## src/rtl/core/rna_ram.sv

```systemverilog
`timescale 1ns / 1ps

module rna_ram #(
	parameter int WIDTH = 64,
	parameter int DEPTH = 64
) (
	input  logic                     clk,
	input  logic                     wr_en,
	input  logic [$clog2(DEPTH)-1:0] wr_addr,
	input  logic [WIDTH-1:0]         wr_data,
	input  logic [$clog2(DEPTH)-1:0] rd_addr,
	output logic [WIDTH-1:0]         rd_data
);

	logic [WIDTH-1:0] mem_q [DEPTH];

	always_ff @(posedge clk) begin
		if (wr_en) begin
			mem_q[wr_addr] <= wr_data;
		end
		rd_data <= mem_q[rd_addr];
	end

endmodule

```

## config.mk

```make
export PLATFORM = sky130hd
export DESIGN_NAME = rna_ram
export DESIGN_NICKNAME = d
export VERILOG_FILES = /design/src/rtl/core/rna_ram.sv
export SDC_FILE = /design/constraint.sdc
export NUM_CORES = 2
export LEC_CHECK = 0
export ABC_AREA = 1
export BUFFER_PORTS_ARGS = -buffer_cell sky130_fd_sc_hd__buf_2
export CAP_MARGIN = 0
export CELL_PAD_IN_SITES_DETAIL_PLACEMENT = 2
export CELL_PAD_IN_SITES_GLOBAL_PLACEMENT = 2
export CORE_MARGIN = 8
export CORE_UTILIZATION = 44
export CTS_BUF_LIST = sky130_fd_sc_hd__clkbuf_16
export DETAILED_ROUTE_END_ITERATION = 10
export GPL_TIMING_DRIVEN = 0
export HOLD_SLACK_MARGIN = 0.1
export PLACE_DENSITY = 0.87
export SLEW_MARGIN = 25
export SYNTH_ARGS = -nofsm -noshare
export SYNTH_HDL_FRONTEND = slang
export SYNTH_SLANG_ARGS = --single-unit
```

## constraint.sdc

```tcl
create_clock -name clk -period 11 [get_ports clk]
set_input_delay 2.2 -clock clk [delete_from_list [all_inputs] [get_ports clk]]
set_output_delay 2.2 -clock clk [all_outputs]
set_load 0.05 [all_outputs]
```

==> results of run 1 <==
## metrics by stage
step	setup TNS [ps]	setup WS [ps]	cells
floorplan	0	1520	13400
global placement	-7790290	-12900	18500
detailed placement	0	3920	19000
CTS	0	4750	19800
## per-layer routing
metal | track usage | overflow
met1 | 0.722 | 4
met2 | 0.861 | 46
met3 | 0.687 | 17
met4 | 0.760 | 58
met5 | 0.588 | 1
## kinds of logic after synthesis
family | count (synthesis) | synth area share
and+or+nand+nor | 8336 | 0.219
buffers and inverters | 909 | 0.0295
DFF | 4160 | 0.752
==> flow_summary_export.csv, run 1 <==
group,metric,value,unit
synthesis,synth_area,165000,sq um
clocking,cts_resized,0,
clocking,cts_sinks,4160,
synthesis,synth-seq-cells,4160,
global_routing,grt_max_degree,65,
place,place_congestion,0.900,
synthesis,async_reset_ff_frac,0,
floorplan,fp-row-count,225,
global_routing,grt.overflow.total,126,
synthesis,synth_sequential_area_ratio,0.752,
global_routing,grt_util_all_layers,0.756,
floorplan,die_h,629,microns
synthesis,yosysUniqueCellTypes,16,
synthesis,synth_flop_cell,"edfxtp_1",
synthesis,postSynthCellCount,13400,
synthesis,synth.most_common_cell,"nand2_1",
synthesis,yosys_warnings,0,
place,placed_area,182000,sq um
floorplan,start_util,0.441,
floorplan,die_w,629,microns
clocking,cts_hold_buf,0,
synthesis,ys_top_cells_by_area,"edfxtp_1 74%, nand3_1 12%, nand2_1 10%",
synthesis,synth_common_cells,"4416 x nand2_1, 4096 x edfxtp_1, 3847 x nand3_1, 501 x buf_2, 147 x clkbuf_1",
synthesis,syn_avg_cell_area,12.3,sq um
synthesis,synth_nets,13500,
outcome,failed_stage,"global routing",
global_routing,antenna_found_initial,336,
place,port_buffers,133,
place,dpl.hpwl,636000,microns
floorplan,io_pins,142,
clocking,cts_buffer_depth,4,
clocking,h-tree-depth,5,
clocking,root_buffer,"clkbuf_16",
outcome,outcome,"did not finish",
clocking,cts_setup_buffers,0,
synthesis,synth_top_cell_by_area,"edfxtp_1",
clocking,cts_buffers,442,
synthesis,synth-edff-count,4096,
synthesis,synth_top_area_frac,0.744,
outcome,tool.error,"[ERROR GRT-0232] Routing congestion too high. Check the congestion heatmap in the GUI.",
==> inputs of run 2 (changes only) <==
==> config.mk (replaced) <==
export PLATFORM = sky130hd
export DESIGN_NAME = rna_ram
export DESIGN_NICKNAME = d
export VERILOG_FILES = /design/src/rtl/core/rna_ram.sv
export SDC_FILE = /design/constraint.sdc
export NUM_CORES = 2
export LEC_CHECK = 0
export ABC_AREA = 1
export BUFFER_PORTS_ARGS = -buffer_cell sky130_fd_sc_hd__buf_2
export CAP_MARGIN = 0
export CORE_MARGIN = 8
export CORE_UTILIZATION = 30
export DETAILED_ROUTE_END_ITERATION = 10
export GPL_TIMING_DRIVEN = 0
export PLACE_DENSITY_LB_ADDON = 0.15
export SLEW_MARGIN = 25
export SYNTH_ARGS = -nofsm -noshare
export SYNTH_HDL_FRONTEND = slang
export SYNTH_SLANG_ARGS = --single-unit
==> flow_summary_export.csv, run 2 <==
group,metric,value,unit
clocking,path_clk_slew,60,ps
route,vias,117000,
worst_setup_path,crit_path_end_kind,"flop",
synthesis,synth_top_area_frac,0.744,
sta,slew_viol_final,0,
place,dpl.hpwl,550000,microns
synthesis,synth_flop_cell,"edfxtp_1",
place,pre_cts_slack,4520,ps
layout,stdcell_area,201000,sq um
synthesis,synth_area,165000,sq um
worst_setup_path,setup.worst_path.start_class,"input port",
sta,finalCriticalPeriod,5630,ps
layout,final_cells,22400,
layout,layout_common_cells,"4416 x nand2_1, 4096 x edfxtp_1, 3847 x nand3_1, 718 x buf_2, 461 x clkbuf_16",
pwr,power_density,176,nW/um^2
outcome,outcome,"completed",
sta,rsz0062_at_grt,"false",
synthesis,synth-edff-count,4096,
synthesis,synth_top_cell_by_area,"edfxtp_1",
place,place_congestion,0.866,
synthesis,postSynthCellCount,13400,
synthesis,ys_top_cells_by_area,"edfxtp_1 74%, nand3_1 12%, nand2_1 10%",
worst_setup_path,worstSetupStartpoint,"rd_addr[2]",
clocking,cts_buffers,453,
floorplan,core-area,549000,sq um
synthesis,synth_nets,13500,
floorplan,dieArea,575000,sq um
floorplan,io_pins,142,
sta,clock.fmax,178,MHz
layout,top_regs,"mem_q (4096), rd_data (64)",
worst_setup_path,arrival,6500,ps
route,post_drt_wl_per_cell,33.9,microns
clocking,cts_buffer_depth,4,
pwr,ir_worst_vdd,0.138,mV
worst_setup_path,crit_slowest_cell,"clkbuf_1",
layout,synthToLayoutAreaGrowth,21.6,%
worst_setup_path,timing.rr.start,"mem_q[47][32]",
clocking,cts_tree,"done",
synthesis,yosysUniqueCellTypes,16,
sta,period_share,0.512,
floorplan,start_util,0.301,
worst_setup_path,critical_path_cell_count,10,
layout,finish.utilization,0.366,
route,routed_wl,758000,microns
route,drc,0,
synthesis,syn_avg_cell_area,12.3,sq um
worst_setup_path,reg2reg_to,"rd_data[32]",
clocking,cts_setup_buffers,0,
layout,largest_reg_flops,4096,
global_routing,grt_max_degree,65,
place,place_inst,21400,
worst_setup_path,r2r_slack,8620,ps
worst_setup_path,cp_top_family,"buffers and inverters",
route,viasPerCell,5.25,
layout,nNetsFinal,14700,
floorplan,fp-row-count,272,
clocking,cts_resized,0,
global_routing,grt.overflow.total,0,
clocking,cts_hold_buf,0,
synthesis,synth_sequential_area_ratio,0.752,
clocking,clkLatencyLatePin,1040,ps
global_routing,grt_pass1_vias,108000,
clocking,h-tree-depth,5,
layout,final_common_cell,"nand2_1",
sta,setup_tns,0,ps
synthesis,synth_common_cells,"4416 x nand2_1, 4096 x edfxtp_1, 3847 x nand3_1, 501 x buf_2, 147 x clkbuf_1",
synthesis,yosys_warnings,0,
worst_setup_path,crit_path_max_fanout,17,
worst_setup_path,worstPathRequired,11870,ps
synthesis,synth-seq-cells,4160,
pwr,p_leak,71.3,nW
sta,fin_ws,5370,ps
route,first_iter_violations,16800,
layout,fillCellCount,53400,
layout,regMostFlops,"mem_q",
synthesis,synth.most_common_cell,"nand2_1",
route,drtPass1Iterations,6,
worst_setup_path,crit_type,"in -> reg",
worst_setup_path,worst-path-buf-inv,4,
worst_setup_path,reg2regPathDepth,8,
sta,setup_viol,0,
worst_setup_path,crit_end,"rd_data[33]",
global_routing,grt_first_pass_wirelength,997000,microns
sta,fin_skew,78.8,ps
route,ant_nets,0,
sta,hold_viol_final,0,
clocking,cts_sinks,4160,
worst_setup_path,cpPeakStageDelay,800,ps
run,cap_violations,0,
sta,relSlewSlack,0.209,
floorplan,die_h,758,microns
clocking,root_buffer,"clkbuf_16",
layout,drive_above_1_share,0.142,
global_routing,antenna_found_initial,110,
hold_path,holdCritPathClass,"reg -> reg",
global_routing,grt_util_all_layers,0.255,
place,placed_area,186000,sq um
place,port_buffers,133,
worst_setup_path,path_cells,"buf_2 > inv_2 > buf_4 > clkbuf_1 > nand3_1 > nand3_1 > nand3_1 > nand2_1 > nand2_1 > nand2_1",
floorplan,die_w,758,microns
synthesis,async_reset_ff_frac,0,
sta,worst_pin_slew,1190,ps
==> run 2: cell counts after synthesis <==
No cell type changed its count.
==> run 2: worst min path at each step <==
stage	start	end	slack [ps]	cells past startpoint
floorplan	mem_q[8][0]	rd_data[0]	720	8
global placement	mem_q[28][10]	rd_data[10]	990	8
detailed placement	mem_q[26][11]	rd_data[11]	1000	8
CTS	mem_q[26][11]	rd_data[11]	1010	8
global route	mem_q[30][10]	rd_data[10]	1040	8
finish	mem_q[30][8]	rd_data[8]	960	8
==> run 2: metrics by stage <==
step	power, W	hold WS [ps]
after global routing	0.0363	1040
after CTS	0.0356	1010
final	0.0355	965
after detailed placement	0.0208	1000
after floorplan	0.0191	721
after global placement	0.0207	988
==> run 2: logic make-up (layout without fill, tap and decap cells) <==
| logic type | count (synthesis) | in the layout | share of synthesized area |
|---|---|---|---|
| flops | 4160 | 4160 | 0.752 |
| simple gates | 8336 | 8336 | 0.219 |
| other cells | 0 | 170 | 0 |
| buf+inv | 909 | 2454 | 0.0295 |
==> run 2: area by class of cell <==
type                            count  area [sq um]  area share
Multi-Input combinational cell   8336         36600       0.182
Inverter                           12          50.0    0.000249
Buffer                            897          4910      0.0245
Clock inverter                    249          2090      0.0104
Clock buffer                      579         12100      0.0603
Tap cell                         7261          9080      0.0452
Sequential cell                  4160        124000       0.618
Antenna cell                      170           425     0.00212
Timing Repair Buffer              717         11400      0.0567
==> run 2: worst reg2reg max path: stages, from the launching register on <==
cell      delay, ps
edfxtp_1        350
nand2_1          70
nand3_1          80
nand3_1         180
nand3_1         140
nand3_1         290
nand2_1          90
nand2_1         270
nand2_1         560
==> run 2: power by group <==
group	switching (W)	internal, W
Combinational	0.00227	0.000622
Clock	0.00669	0.00830
Sequential	0.0000300	0.0175
Total	0.00899	0.0265
==> run 2: metal layers <==
metal / global-route usage / vias up / share of wire
li1: - / 50600 / -
met1: 0.326 / 59600 / 0.39
met2: 0.417 / 5946 / 0.48
met3: 0.0445 / 1233 / 0.083
met4: 0.128 / 8 / 0.054
met5: 0 / - / 0.000065
(Power assumes the default switching activity.)
