<file path="config.mk">
export PLATFORM = sky130hd
export DESIGN_NAME = rna_div
export DESIGN_NICKNAME = d
export VERILOG_FILES = /design/src/rtl/core/rna_pkg.sv /design/src/rtl/core/rna_div.sv
export SDC_FILE = /design/constraint.sdc
export NUM_CORES = 1
export LEC_CHECK = 0
export ABC_AREA = 1
export BUFFER_PORTS_ARGS = -buffer_cell sky130_fd_sc_hd__buf_2
export CAP_MARGIN = 15
export CELL_PAD_IN_SITES_DETAIL_PLACEMENT = 0
export CELL_PAD_IN_SITES_GLOBAL_PLACEMENT = 1
export CORE_UTILIZATION = 40
export DETAILED_ROUTE_END_ITERATION = 12
export GPL_ROUTABILITY_DRIVEN = 0
export GPL_TIMING_DRIVEN = 0
export PLACE_DENSITY_LB_ADDON = 0.1
export RECOVER_POWER = 50
export SLEW_MARGIN = 20
export SYNTH_ARGS = -nofsm -noshare
export SYNTH_HDL_FRONTEND = slang
export SYNTH_SLANG_ARGS = --single-unit
</file>
<file path="constraint.sdc">
create_clock -name clk -period 7.8 [get_ports clk]
set_input_delay 1.56 -clock clk [delete_from_list [all_inputs] [get_ports clk]]
set_output_delay 1.56 -clock clk [all_outputs]
set_load 0.02 [all_outputs]
</file>
<file path="src/rtl/core/rna_pkg.sv">
`timescale 1ns / 1ps

package rna_pkg;

	localparam int MAX_AGENTS = 64;
	localparam int AGENT_W = $clog2(MAX_AGENTS);
	localparam int CNT_W = AGENT_W + 1;
	localparam int DATA_W = 16;
	localparam int IDX_W = 6;
	localparam int NCOUNT_W = 6;
	localparam int NCOUNT_MAX = (1 << NCOUNT_W) - 1;
	localparam int SUM_W = DATA_W + AGENT_W;
	localparam int REM_W = CNT_W + 1;
	localparam int STEP_W = $clog2(SUM_W + 1);
	localparam int RADIUS_W = 33;
	localparam int ACOUNT_W = 7;
	localparam int SQ_W = 2 * DATA_W + 1;
	localparam int ENTRY_W = 4 * DATA_W;
	localparam int FIELDS_W = IDX_W + ENTRY_W;
	localparam int TDATA_W = ((FIELDS_W + 7) / 8) * 8;
	localparam int PAD_W = TDATA_W - FIELDS_W;
	localparam int CFG_DATA_W = RADIUS_W;

	localparam logic [RADIUS_W-1:0] RADIUS_SQ_RESET = RADIUS_W'(409600);
	localparam logic [ACOUNT_W-1:0] AGENT_COUNT_RESET = ACOUNT_W'(50);

	typedef enum logic {
		OP_WRITE = 1'b0,
		OP_QUERY = 1'b1
	} op_t;

	typedef enum logic {
		REG_RADIUS_SQ = 1'b0,
		REG_AGENT_COUNT = 1'b1
	} cfg_reg_t;

	typedef logic signed [DATA_W-1:0] val_t;
	typedef logic signed [SUM_W-1:0] sum_t;

	typedef struct packed {
		val_t vel_y;
		val_t vel_x;
		val_t pos_y;
		val_t pos_x;
	} entry_t;

	typedef struct packed {
		logic [CNT_W-1:0] count;
		sum_t vel_y;
		sum_t vel_x;
		sum_t pos_y;
		sum_t pos_x;
	} acc_t;

endpackage

</file>
<file path="src/rtl/core/rna_div.sv">
`timescale 1ns / 1ps

module rna_div import rna_pkg::*; (
	input  logic clk,
	input  logic arst_n,
	input  logic start,
	input  acc_t acc,
	output logic done,
	output entry_t mean
);

	localparam int LANES = 4;

	logic [STEP_W-1:0] step_q;
	logic done_q;
	logic [SUM_W-1:0] quo_q [LANES];
	logic [REM_W-1:0] rem_q [LANES];
	logic neg_q [LANES];

	sum_t lane_sum [LANES];
	logic [REM_W-1:0] div_ext;
	logic [REM_W-1:0] trial [LANES];
	logic [SUM_W-1:0] res [LANES];

	always_comb begin
		lane_sum[0] = acc.pos_x;
		lane_sum[1] = acc.pos_y;
		lane_sum[2] = acc.vel_x;
		lane_sum[3] = acc.vel_y;
		div_ext = {1'b0, acc.count};
		for (int l = 0; l < LANES; l++) begin
			trial[l] = {rem_q[l][REM_W-2:0], quo_q[l][SUM_W-1]};
			res[l] = neg_q[l] ? (~quo_q[l] + SUM_W'(1)) : quo_q[l];
		end
		mean.pos_x = res[0][DATA_W-1:0];
		mean.pos_y = res[1][DATA_W-1:0];
		mean.vel_x = res[2][DATA_W-1:0];
		mean.vel_y = res[3][DATA_W-1:0];
	end

	always_ff @(posedge clk or negedge arst_n) begin
		if (!arst_n) begin
			step_q <= '0;
			done_q <= 1'b0;
		end else begin
			done_q <= (step_q == STEP_W'(1));
			if (start) begin
				step_q <= STEP_W'(SUM_W);
			end else if (step_q != '0) begin
				step_q <= step_q - STEP_W'(1);
			end
		end
	end

	always_ff @(posedge clk) begin
		for (int l = 0; l < LANES; l++) begin
			if (start) begin
				neg_q[l] <= lane_sum[l][SUM_W-1];
				quo_q[l] <= lane_sum[l][SUM_W-1] ? (~lane_sum[l] + SUM_W'(1)) : lane_sum[l];
				rem_q[l] <= '0;
			end else if (step_q != '0) begin
				if (trial[l] >= div_ext) begin
					rem_q[l] <= trial[l] - div_ext;
					quo_q[l] <= {quo_q[l][SUM_W-2:0], 1'b1};
				end else begin
					rem_q[l] <= trial[l];
					quo_q[l] <= {quo_q[l][SUM_W-2:0], 1'b0};
				end
			end
		end
	end

	assign done = done_q;

endmodule
</file>
; ---- Word-level counts from Yosys, hierarchy flattened
; Memories as Yosys holds them, arrays and structs flattened.
; Index checks and enable logic that the tools add are counted.
; Widths: inputs -> output; s select.
[word_totals]
ram_bits = 124
ff_bits = 6
elab_cells = 109
input_bits = 98
n_memories = 3
[op_classes]
mux = 60
eq_ne = 1
n_reduce_logical = 2
order_cmp = 4
add_sub_neg = 13
bitwise = 24
[memory_table]
columns = name, depth, word_bits, read_ports, rd_clocked_by_memory_dff, write_ports, line_no
row1 = quo_q, 4, 22, 4, 0, 4, rna_div.sv:16  ; logic [SUM_W-1:0] quo_q [LANES];
row2 = rem_q, 4, 8, 4, 0, 4, rna_div.sv:17  ; logic [REM_W-1:0] rem_q [LANES];
row3 = neg_q, 4, 1, 4, 0, 4, rna_div.sv:18  ; logic neg_q [LANES];
[op_table]
columns = cell, n
row1 = $mux 22, 12
row2 = $add 22x2->22 const B, 4
row3 = $not 22->22, 4
row4 = $add 16x1->16 const B, 4
row5 = $mux 16, 4
row6 = $mux 8, 8
row7 = $not 16->16, 4
row8 = $mux 1, 34
row9 = $ge 8x7->1, 4
row10 = $sub 8x7->8, 4
row11 = $or 1x1->1, 16
row12 = $mux 5, 2
row13 = $eq 5x1->1 const B, 1
row14 = $reduce_bool 5->1, 1
row15 = $sub 5x1->5 const B, 1
row16 = $reduce_bool 2->1, 1

; ---- Depth between registers and ports, before layout
; An unclocked memory read counts as a cell.
[logic_depth]
ltp_word = 8
mapped_depth = 10

; ---- Least setup slack after synthesis
; OpenSTA, ideal clock, no wires.
[synth_path]
path_type = input -> register
from = input start
to = memory quo_q[0][0] (netlist name) (enable)
arrival_time_ns = 3.886
setup_ns = 0.470
n_path_buf = 0
path_stages = 2
required_time_ns = 7.330
setup_slack_ns = 3.445
cell_sequence = nor2_1 inv_1
[synth_rtl]
columns = item, line_no
row1 = start: declaration, rna_div.sv:6  ; input logic start,
row2 = end: declaration, rna_div.sv:16

==> run metrics <==
layout cell share with drive strength beyond 1=approximately 16%; failing checks=max-capacitance violations, max-slew violations; Req. time, crit path=7920 ps; Layout Cells excl Fill=1990; peak supply drop=0.000116 V; outcome=finished, violations left; per-cell routed wire length=approximately 15 um; final hold vios=0; # DRC=0; Setup TNS Final=0 ps; Critical Path Fanout Max=64; final worst-path cycle share=~64%; antenna viol nets, final=0; Internal Power=between 1.5 and 2 mW; via count=9841; Reg power frac=33.6%; post-synth top area share=34.2%; Sw Share=38.2%; most frequent cells in the layout=406 x nand2_1, 186 x nor2_1, 178 x inv_1; xor-xnor portion of the synthesized cell area=7.16%; ys flop type=edfxtp_1; final core utilization=a little under half; register area=~0.0038 mm2; Gate power share=between 30% and 40%; io pins=roughly 160; Final setup viols=0; vias in the first global route=9042; RSZ-0062 raised after global routing=no; multi-input logic area=0.00580 mm2; Slew @ Worst Pin=approximately 2400 ps; remaining global-route overflow=0; main combinational cell family by area after synthesis=simple AND/OR/NAND/NOR gates; Skew-Pair Late Insertion Delay=430 ps; synthesized flop and latch total=roughly 130; Rows=slightly below 60; top area cells in the synthesized netlist=edfxtp_1 34%, nand2_1 14%, nor2_1 6.6%; PortBufs=approximately 160; Die Span X=approximately 160 um; global-route usage over all layers=~22%; DR vias/cell=4.95; Tmin final=about 5000 ps; Worst setup SP type=input pin; post-DP HPWL=roughly 23 mm; P_leak=~6.0 nW; post-synthesis compound-gate area fraction=between 10% and 20%; Synth-to-Final Area Change=16.9%; met1 wire length=14.7 mm; sequential cell area fraction in the yosys report=35.7%; number of fill cells=between 2000 and 3000; Achievable Freq=~200 MHz; max layer used=met4; synth warn=0; Setup CP Type=in2reg; Die H=between 150 and 200 um; Avg Inst Size Synth=~7.2 um2; Max-slew headroom=-63.5%; ys async rst share=between 4 and 5%; Synth area leader=edfxtp_1; global-route wire length before repair=~47 mm; synthesized instance count=1459; CTS tree=done; Post-Synth Simple-Gate Area=approximately a third; Worst-path clk slew=60 ps; CTS root buf=clkbuf_16; drt first-iter violations=around 780; total CTS buffers=17; # clock sinks=126; commonest non-fill, non-tap cell in the layout=nand2_1; power share of the clock group=just under 30%; Layout Nets=approximately 1800; Cell Pwr Density=238 mW/mm2; clk buf depth=2; Initial Utilization=between 40% and 50%; largest net degree at the start of global routing=between 60 and 70; final setup skew=13.0 ps; # hold bufs at CTS=0; syn nets=1600; drt pass-1 iters=5; Synth Area in Adders=between 5 and 6%; Hold Crit Class=reg2reg; fin. max-slew vios=53; metal2 WL=approximately 13 mm; mux cell area share after synthesis=0%; Mapped Area=between 0.01 and 0.015 mm2; initial antenna violation count=1; number of synthesized flops with an enable pin=120; Placed Cells=1957; maxcap violations=1; Core Region=approximately 0.026 mm2; total wire length=approximately 29 mm; Synth cell types=39; worst path arrival time=slightly above 5000 ps; CP Capture Type=flip-flop; metal3 WL=1.15 mm; post-CTS sizing=0; full die area=roughly 0.027 mm2; Post-CTS Setup Bufs=0; htree depth=4; sw power=about 1.1 mW
## per-stage QoR
step | hold slack [ps] | area (um2) | power, mW | worst slack, ps
floorplan | 459 | 10500 | 1.78 | 3440
global placement | 485 | 11800 | 2.09 | 1900
detailed placement | 501 | 11800 | 2.10 | 4340
CTS | 519 | 12400 | 2.96 | 3940
global route | 540 | 12300 | 3.13 | 2470
finish | 517 | 12300 | 2.93 | 2800
## final timing paths
kind	from	to	slack, ps	cells past startpoint
min in group asynchronous	arst_n	done	1040	1
worst max-delay path	start	rem_q[0][2]	2800	4
worst min register to register	quo_q[1][18]	quo_q[1][19]	520	2
worst min-delay path	quo_q[1][18]	quo_q[1][19]	520	2
max in group asynchronous	arst_n	step_q[0]	6470	1
worst max register to register	step_q[0]	rem_q[0][2]	3500	6
## critical path, cell delays in order
cell	delay [ps]
clkbuf_1	290
nor2_1	410
clkinvlp_2	1950
buf_16	860
## power by group through the flow
| stage | registers, mW | clock network, mW | logic, mW |
|---|---|---|---|
| after floorplan | 0.967 | 0 | 0.816 |
| after global placement | 0.997 | 0 | 1.10 |
| after detailed placement | 0.998 | 0 | 1.10 |
| after CTS | 0.985 | 0.860 | 1.11 |
| after global routing | 1.00 | 0.886 | 1.24 |
| final | 0.984 | 0.848 | 1.10 |
## area by class of cell
| class | instances | share of cell area, % |
|---|---|---|
| diodes | 1 | 0.0203 |
| plain buffers | 41 | 1.67 |
| clock buffers | 19 | 3.68 |
| clock inverters | 13 | 1.32 |
| inverters | 182 | 5.56 |
| multi-input cells | 1110 | 47.1 |
| flip-flops and latches | 126 | 30.5 |
| well taps | 335 | 3.41 |
| repair buffers | 163 | 6.71 |
## flip-flops by register name, indices dropped and copies added, names as in the netlist
| signal | flops |
|---|---|
| quo_q | 88 |
| rem_q | 28 |
| done | 1 |
| neg_q | 4 |
| step_q | 5 |
## layer usage
layer  vias to the layer above  GRT usage [%]
met5                         -              0
li1                       5114              -
met4                         0           4.88
met1                      4513           31.6
met2                       205           36.0
met3                         9           2.95
## synthesized netlist by cell type (11+ instances only)
| library cell | number |
|---|---|
| nand2_1 | 405 |
| nor2_1 | 186 |
| inv_1 | 178 |
| edfxtp_1 | 120 |
| nand3_1 | 111 |
| o21ai_0 | 76 |
| a21oi_1 | 70 |
| xor2_1 | 66 |
| ha_1 | 39 |
| xnor2_1 | 20 |
| nand4_1 | 18 |
| nand3b_1 | 17 |
| nor3_1 | 17 |
| buf_2 | 16 |
| a21oi_2 | 11 |
| nand2_2 | 11 |
## logic make-up after synthesis
kind of cell               after synthesis
DFF                                    126
and+or+nand+nor                        791
xor gates and xnor gates                86
buffers and inverters                  223
AOI/OAI and AO/OA                      190
adders and majority gates               43
Power figures use the tool's default switching activity.
