## config.mk

```make
export PLATFORM = sky130hd
export DESIGN_NAME = rna_scan
export DESIGN_NICKNAME = d
export VERILOG_FILES = /design/src/rtl/core/rna_pkg.sv /design/src/rtl/core/rna_scan.sv
export SDC_FILE = /design/constraint.sdc
export NUM_CORES = 2
export LEC_CHECK = 0
export BUFFER_PORTS_ARGS = -buffer_cell sky130_fd_sc_hd__buf_4
export CAP_MARGIN = 10
export CORE_MARGIN = 4
export CORE_UTILIZATION = 48
export CTS_CLUSTER_SIZE = 40
export DETAILED_ROUTE_END_ITERATION = 8
export PLACE_DENSITY = 0.65
export SYNTH_ARGS = -nofsm -noshare
export SYNTH_HDL_FRONTEND = slang
export SYNTH_SLANG_ARGS = --single-unit
```

## constraint.sdc

```tcl
create_clock -name clk -period 9.3 [get_ports clk]
set_clock_uncertainty 0.2 [all_clocks]
set_input_delay 1.86 -clock clk [delete_from_list [all_inputs] [get_ports clk]]
set_output_delay 1.86 -clock clk [all_outputs]
set_load 0.05 [all_outputs]
```

## src/rtl/core/rna_pkg.sv

```systemverilog
`timescale 1ns / 1ps

package rna_pkg;

	localparam int MAX_AGENTS = 64;
	localparam int AGENT_W = $clog2(MAX_AGENTS);
	localparam int CNT_W = AGENT_W + 1;
	localparam int DATA_W = 16;
	localparam int IDX_W = 6;
	localparam int NCOUNT_W = 6;
	localparam int NCOUNT_MAX = (1 << NCOUNT_W) - 1;
	localparam int SUM_W = DATA_W + AGENT_W;
	localparam int REM_W = CNT_W + 1;
	localparam int STEP_W = $clog2(SUM_W + 1);
	localparam int RADIUS_W = 33;
	localparam int ACOUNT_W = 7;
	localparam int SQ_W = 2 * DATA_W + 1;
	localparam int ENTRY_W = 4 * DATA_W;
	localparam int FIELDS_W = IDX_W + ENTRY_W;
	localparam int TDATA_W = ((FIELDS_W + 7) / 8) * 8;
	localparam int PAD_W = TDATA_W - FIELDS_W;
	localparam int CFG_DATA_W = RADIUS_W;

	localparam logic [RADIUS_W-1:0] RADIUS_SQ_RESET = RADIUS_W'(409600);
	localparam logic [ACOUNT_W-1:0] AGENT_COUNT_RESET = ACOUNT_W'(50);

	typedef enum logic {
		OP_WRITE = 1'b0,
		OP_QUERY = 1'b1
	} op_t;

	typedef enum logic {
		REG_RADIUS_SQ = 1'b0,
		REG_AGENT_COUNT = 1'b1
	} cfg_reg_t;

	typedef logic signed [DATA_W-1:0] val_t;
	typedef logic signed [SUM_W-1:0] sum_t;

	typedef struct packed {
		val_t vel_y;
		val_t vel_x;
		val_t pos_y;
		val_t pos_x;
	} entry_t;

	typedef struct packed {
		logic [CNT_W-1:0] count;
		sum_t vel_y;
		sum_t vel_x;
		sum_t pos_y;
		sum_t pos_x;
	} acc_t;

endpackage

```

## src/rtl/core/rna_scan.sv

```systemverilog
`timescale 1ns / 1ps

module rna_scan import rna_pkg::*; (
	input  logic                clk,
	input  logic                arst_n,
	input  logic                clear,
	input  logic                center_load,
	input  logic                ent_vld,
	input  entry_t              ent,
	input  logic [RADIUS_W-1:0] radius_sq,
	output logic                busy,
	output acc_t                acc
);

	val_t cx_q, cy_q;
	logic vld_s2;
	logic [SQ_W-1:0] sqx_s2, sqy_s2;
	entry_t ent_s2;
	logic [CNT_W-1:0] count_q;
	sum_t pos_x_q, pos_y_q, vel_x_q, vel_y_q;

	logic signed [DATA_W:0] dx, dy;
	logic signed [SQ_W-1:0] px, py;
	logic [SQ_W:0] d2;
	logic hit;

	always_comb begin
		dx = {ent.pos_x[DATA_W-1], ent.pos_x} - {cx_q[DATA_W-1], cx_q};
		dy = {ent.pos_y[DATA_W-1], ent.pos_y} - {cy_q[DATA_W-1], cy_q};
		px = dx * dx;
		py = dy * dy;
		d2 = {1'b0, sqx_s2} + {1'b0, sqy_s2};
		hit = vld_s2 && (d2 < {{(SQ_W + 1 - RADIUS_W){1'b0}}, radius_sq});
	end

	always_ff @(posedge clk) begin
		if (center_load) begin
			cx_q <= ent.pos_x;
			cy_q <= ent.pos_y;
		end
		sqx_s2 <= px;
		sqy_s2 <= py;
		ent_s2 <= ent;
	end

	always_ff @(posedge clk or negedge arst_n) begin
		if (!arst_n) begin
			vld_s2 <= 1'b0;
			count_q <= '0;
		end else if (clear) begin
			vld_s2 <= 1'b0;
			count_q <= '0;
		end else begin
			vld_s2 <= ent_vld;
			if (hit) begin
				count_q <= count_q + CNT_W'(1);
			end
		end
	end

	always_ff @(posedge clk) begin
		if (clear) begin
			pos_x_q <= '0;
			pos_y_q <= '0;
			vel_x_q <= '0;
			vel_y_q <= '0;
		end else if (hit) begin
			pos_x_q <= pos_x_q + SUM_W'(ent_s2.pos_x);
			pos_y_q <= pos_y_q + SUM_W'(ent_s2.pos_y);
			vel_x_q <= vel_x_q + SUM_W'(ent_s2.vel_x);
			vel_y_q <= vel_y_q + SUM_W'(ent_s2.vel_y);
		end
	end

	assign busy = vld_s2;
	assign acc = {count_q, vel_y_q, vel_x_q, pos_y_q, pos_x_q};

endmodule

```

Word level (Yosys, flattened, before mapping)
Index checks and enable logic that the tools add are counted.
- $add $sub $neg: 8
- order comparisons: 1
- multiply operators: 2
- multiplexer cells: 3
- reduce and logical (&&, ||, !) cells: 2
- operators with widths (kind ; number):
    adder 22 x 16 -> 22 bit ; 4
    multiplier 17 x 17 -> 33 bit ; 2
    adder 33 x 33 -> 34 bit ; 1
    less-than comparator 34 x 33 -> 1 bit ; 1
    subtractor 16 x 16 -> 17 bit ; 2
    2-to-1 mux 7 bit ; 2
    adder 7 x 1 -> 7 bit (second input constant) ; 1
    nonzero test 2 bit ; 1
    logical AND 1 bit ; 1
    2-to-1 mux 1 bit ; 1
- flip-flop bits (word level): 258
- word-level logic and storage cells: 30
- output and inout port bits: 96
- bits of input ports: 102

Longest topological paths before layout
- word-level depth: 5
- mapped depth: 39
- gate-level depth less buffers: 37

Worst setup path after synthesis
Ideal clock, no wire load.
- path kind: in2reg
- start point: input ent[0] (netlist bit)
- end point: register sqx_s2[32]
- stages: 36
- required time: 8.979 ns
- setup time: 0.121 ns
- arrival time: 9.516 ns
- path buffers: 2
- setup slack: -0.537 ns
- cell sequence: inv_1 ha_1 fa_1 nor2b_1 o21ai_0 nand2b_1 a21o_1 a31o_2 a311oi_1 nor3b_1 o21ai_0 a21o_1 buf_2 inv_1 clkbuf_1 nor2_1 fa_1 inv_1 fa_1 inv_1 fa_1 fa_1 fa_1 inv_1 fa_1 inv_1 ha_1 nand4_1 nor2_1 and3_1 o211ai_1 a2111oi_0 nor3_1 o41ai_1 a21oi_1 xnor2_1
- longest elaborated chain between the ends: 2
- ends and longest elaborated chain (element ; line ; text):
    start: declaration ; rna_scan.sv:9 ; input entry_t ent,
    subtractor 16 x 16 -> 17 bit ; rna_scan.sv:28 ; dx = {ent.pos_x[DATA_W-1], ent.pos_x} - {cx_q[DATA_W-1], cx_q};
    multiplier 17 x 17 -> 33 bit ; rna_scan.sv:30 ; px = dx * dx;
    net px[32] ; rna_scan.sv:23 ; logic signed [SQ_W-1:0] px, py;
    end signal: assignment ; rna_scan.sv:41 ; sqx_s2 <= px;
    end: declaration ; rna_scan.sv:17 ; logic [SQ_W-1:0] sqx_s2, sqy_s2;
The timed path passes the listed nets, and every way through them passes these cells.
A chain may end at the register's enable or synchronous reset.

Final worst setup path
- start point: input ent[17] (netlist bit)
- end point: register sqy_s2[31]
- longest elaborated chain between the ends: 2
- ends and longest elaborated chain (element ; line ; text):
    subtractor 16 x 16 -> 17 bit ; rna_scan.sv:29 ; dy = {ent.pos_y[DATA_W-1], ent.pos_y} - {cy_q[DATA_W-1], cy_q};
    multiplier 17 x 17 -> 33 bit ; rna_scan.sv:31 ; py = dy * dy;
    net py[31] ; rna_scan.sv:23 ;
    end signal: assignment ; rna_scan.sv:42 ; sqy_s2 <= py;
    end: declaration ; rna_scan.sv:17 ;
The timed path passes the listed nets, and every way through them passes these cells.

==> reports/summary.md <==
The logs give 1264 for the violation count after the first detailed-route iteration and 5083 for the number of nets at the end of the flow. Measured against its own limit, the worst slew margin works out to 39.9%. The tools report the via count of the first global-routing pass as 26600. The worst setup path is of the input pin to register kind. Synthesis produced a netlist with a net count of 4526. The pin slew with the least headroom to its limit was 0.898 ns; the average vias per placed instance was 5.07. The run gives 79 as the post-synthesis cell type count.

Row generation in the floorplan step produced 95 rows. The tools report the worst endpoint required time as 9.57 ns. No sink is reached through more buffers than the 3 on the longest clock path. After legalization and detailed placement, the total HPWL measured 64.5 mm.

Ranked by total cell area, the synthesized netlist is headed by fa_1 (32%), dfxtp_1 (13%), ha_1 (13%), inv_1 (8.6%), nor2_1 (4.3%). The worst-skew pair later-pin latency was 0.56 ns. STA classifies the critical path startpoint as an input pin. The worst register-to-register path has a depth of 34. Setup repair after global routing could not meet its margin everywhere. The maximum fanout encountered on the critical timing path works out to 5. TritonCTS built the clock tree. The count of pins over their slew limit came out at 0.

Setup violations remaining at the end of the flow were counted as 0. The slowest stage of the critical path belongs to the cell fa_1. Buffers inserted during clock tree synthesis total 34. The average wire per standard cell is 15.3 µm. For this run, global-route usage on met2 was measured as 36.3%. The number of buffers added to fix hold violations after cts is 0, and the overall die width is 270 µm.

The clock edge transition at the registers on the reported setup and hold paths is 0.06 ns. By instance count, the cell type seen most on the critical path is fa_1. After synthesis, the share of flip-flops with an asynchronous set or reset is 3.13%. 198 I/O pins were placed.

0 antenna diodes ended up in the layout. The largest area contributor in the synthesized netlist is fa_1. Relative to the synthesized area, the layout overhead comes to 21.2%. The tool flagged a number of max-cap violations equal to 0. The number of warning messages in the yosys log was 0; the number of instances in the synthesized netlist was 3551. The tools report the H-tree depth as 2. The most used routing layer was met2.

In this run the mean area of a mapped cell was 9.29 µm². The run gives 0.918 as the final weighted congestion of routability-driven global placement. Endpoint of the worst register-to-register path: sqy_s2[31]. The run gives 0 as the number of nets with antenna violations after routing.

CTS saw 256 sinks. In this run the register-to-register setup slack is 0.99 ns. Iteration count of the initial detailed-routing pass: 5. STA puts the critical path data arrival time at 9.47 ns.

The most critical setup path has its startpoint at ent[17]. The first global-routing pass estimated 129 mm of wire. The fill cell total of the finished layout is 5945. After routing, the total negative slack on setup checks comes to 0 ns. The tools report the worst setup path endpoint as sqy_s2[31]. STA classifies the critical path endpoint as a register. The worst path uses 98.9% of the clock period. In the global route stage, met1 resource usage came out at 29.2%.

The floorplan step defined a die boundary enclosing 73000 µm². The startpoint of the worst register-to-register path is cy_q[1]. The delay of the slowest cell on the worst path was 0.57 ns; the flip-flop and latch count after synthesis was 256. The maximum number of pins on one net before global-route repair is 62. The vertical die dimension works out to 270 µm. The total via count after detailed routing is 25400, and the starting utilization of the core area is 48.8%. The clock period could shrink to 9.20 ns. Measured on the finished design, the core utilization comes to 59.1%. Root buffer cell: clkbuf_16. The initial antenna violation count was 0; the overall track demand over capacity in global routing was 21.5%.

Number of hold-slack violations in the final timing report: 0. Global routing consumed, on the met3 layer, 3.77% of the routing resources. The portion of synthesized cell area occupied by the leading cell type came out at 32.5%.

After the flow finishes, the layout carries non-filler instances totaling 5007. The path class of the lowest-slack min-delay path is register to register. For this run, design rule violations remaining after detail routing come to 0.

The predominant post-synthesis flop cell was dfxtp_1. After synthesis, flip-flops and latches occupy 16.6% of the total area. Once placement completed, the tool counted placed cells totaling 4921. The routed design has 76.8 mm of wire. The number of I/O port buffers was 197. The post-synthesis instance area is 33000 µm².

The core region is 67600 µm². The number of enable-type register cells in the synthesized netlist is 32, and the achievable clock frequency is 109 MHz. The run finished with clean final reports.

The final global-route overflow total is 0, and the proportion of layout cells with a drive suffix above 1 is 19.2%.
flip-flops by register name, summed over array words and instances, names as in the netlist:
signal	count
vel_x_q	22
sqy_s2	32
sqx_s2	32
cy_q	16
count_q	7
cx_q	16
pos_y_q	22
ent_s2	64
pos_x_q	22
busy	1
vel_y_q	22
critical path, delay by kind of cell:
kind	cells	cell delay [ns]
compound gates	11	2.56
fa+ha+maj	8	3.55
buf+inv	7	0.55
xor+xnor	2	0.35
simple gates	6	0.62
final cells by class:
class	instances	area, µm²	share of cell area (%)
clock buffer	45	963	2.41
clock inverter	17	166	0.416
inverter	773	2930	7.33
multi-input combinational	2454	24800	62.2
sequential	256	5490	13.7
tap	873	1090	2.73
timing repair buffer	589	4490	11.2
logic make-up (layout without fill, tap and decap cells):
family / Yosys count / in the layout / share of synthesized area (%)
AO/OA/AOI/OAI: 467 / 467 / 9.45
XOR/XNOR: 181 / 181 / 4.92
adder cells (fa/ha/maj): 873 / 873 / 45.3
buffers and inverters: 841 / 1424 / 9.80
flip-flops: 256 / 256 / 16.6
multiplexers: 79 / 79 / 2.40
AND/OR/NAND/NOR: 854 / 854 / 11.5
worst min path at each step:
stage | start | end | slack [ns] | cells after the start
finish | vel_x_q[13] | vel_x_q[13] | 0.28 | 2
global route | vel_y_q[13] | vel_y_q[13] | 0.30 | 2
CTS | vel_x_q[13] | vel_x_q[13] | 0.28 | 2
detailed placement | vel_x_q[13] | vel_x_q[13] | 0.27 | 2
global placement | vel_x_q[13] | vel_x_q[13] | 0.26 | 2
floorplan | ent_s2[0] | pos_x_q[0] | 0.35 | 3
placed cells by master, fill, tap and decap left out, types with 22 or more instances in the layout:
master | netlist | routed
nand2b_1 | 22 | 22
inv_1 | 757 | 739
o21ai_0 | 78 | 70
a21o_1 | 58 | 57
nor2_1 | 375 | 364
a21oi_1 | 130 | 124
edfxtp_1 | 32 | 32
nand2_1 | 218 | 208
xor2_1 | 45 | 45
clkbuf_16 | 0 | 35
nor2b_1 | 28 | 27
xnor2_1 | 134 | 134
dfxtp_1 | 216 | 216
nand3_1 | 37 | 36
mux2i_1 | 78 | 78
ha_1 | 338 | 321
o21a_1 | 49 | 49
fa_1 | 535 | 528
inv_2 | 7 | 23
buf_4 | 2 | 577
nor3_1 | 54 | 49
stage by stage:
stage / setup WS (ns) / instance area, µm² / hold WS (ns)
2_1_floorplan: -0.100 / 33200 / 0.347
3_3_place_gp: -0.590 / 38200 / 0.261
3_5_place_dp: -0.669 / 38200 / 0.269
4_1_cts: 0.0136 / 39400 / 0.277
5_1_grt: -0.222 / 40000 / 0.296
6_report: 0.0978 / 40000 / 0.279
layer usage:
| metal | part of all wire [%] | wire [µm] |
|---|---|---|
| met1 | 44 | 34000 |
| met2 | 48 | 36600 |
| met3 | 6.1 | 4660 |
| met4 | 2.0 | 1560 |
| met5 | 0 | 0 |
synthesized netlist by cell type, types with 10 or more instances:
cell type / count
o21bai_1: 17
xnor2_1: 134
nor2b_1: 28
a31oi_1: 16
a21oi_1: 130
a21o_1: 58
ha_1: 338
dfxtp_1: 216
or3_1: 23
nor3_1: 54
fa_1: 535
edfxtp_1: 32
nor2_1: 375
nand2_1: 218
nand4_1: 14
mux2i_1: 78
or2_2: 16
and3_1: 11
clkbuf_1: 49
and2_1: 18
xor2_1: 45
nand2b_1: 22
o21a_1: 49
nand3_1: 37
buf_2: 10
a211oi_1: 24
inv_1: 757
o21ai_0: 78
o31a_1: 11
what timing repair did:
item / CTS / global route
endpoints found under the setup margin: 3 / 19
resized for setup: 3 / 101
hold endpoints to repair: 0 / 0
pin swaps: 2 / 86
buffers inserted: 0 / 24
Power is left out: the tool's default activity adds up to more than one toggle a clock period on the data nets, which glitch-free logic cannot reach.
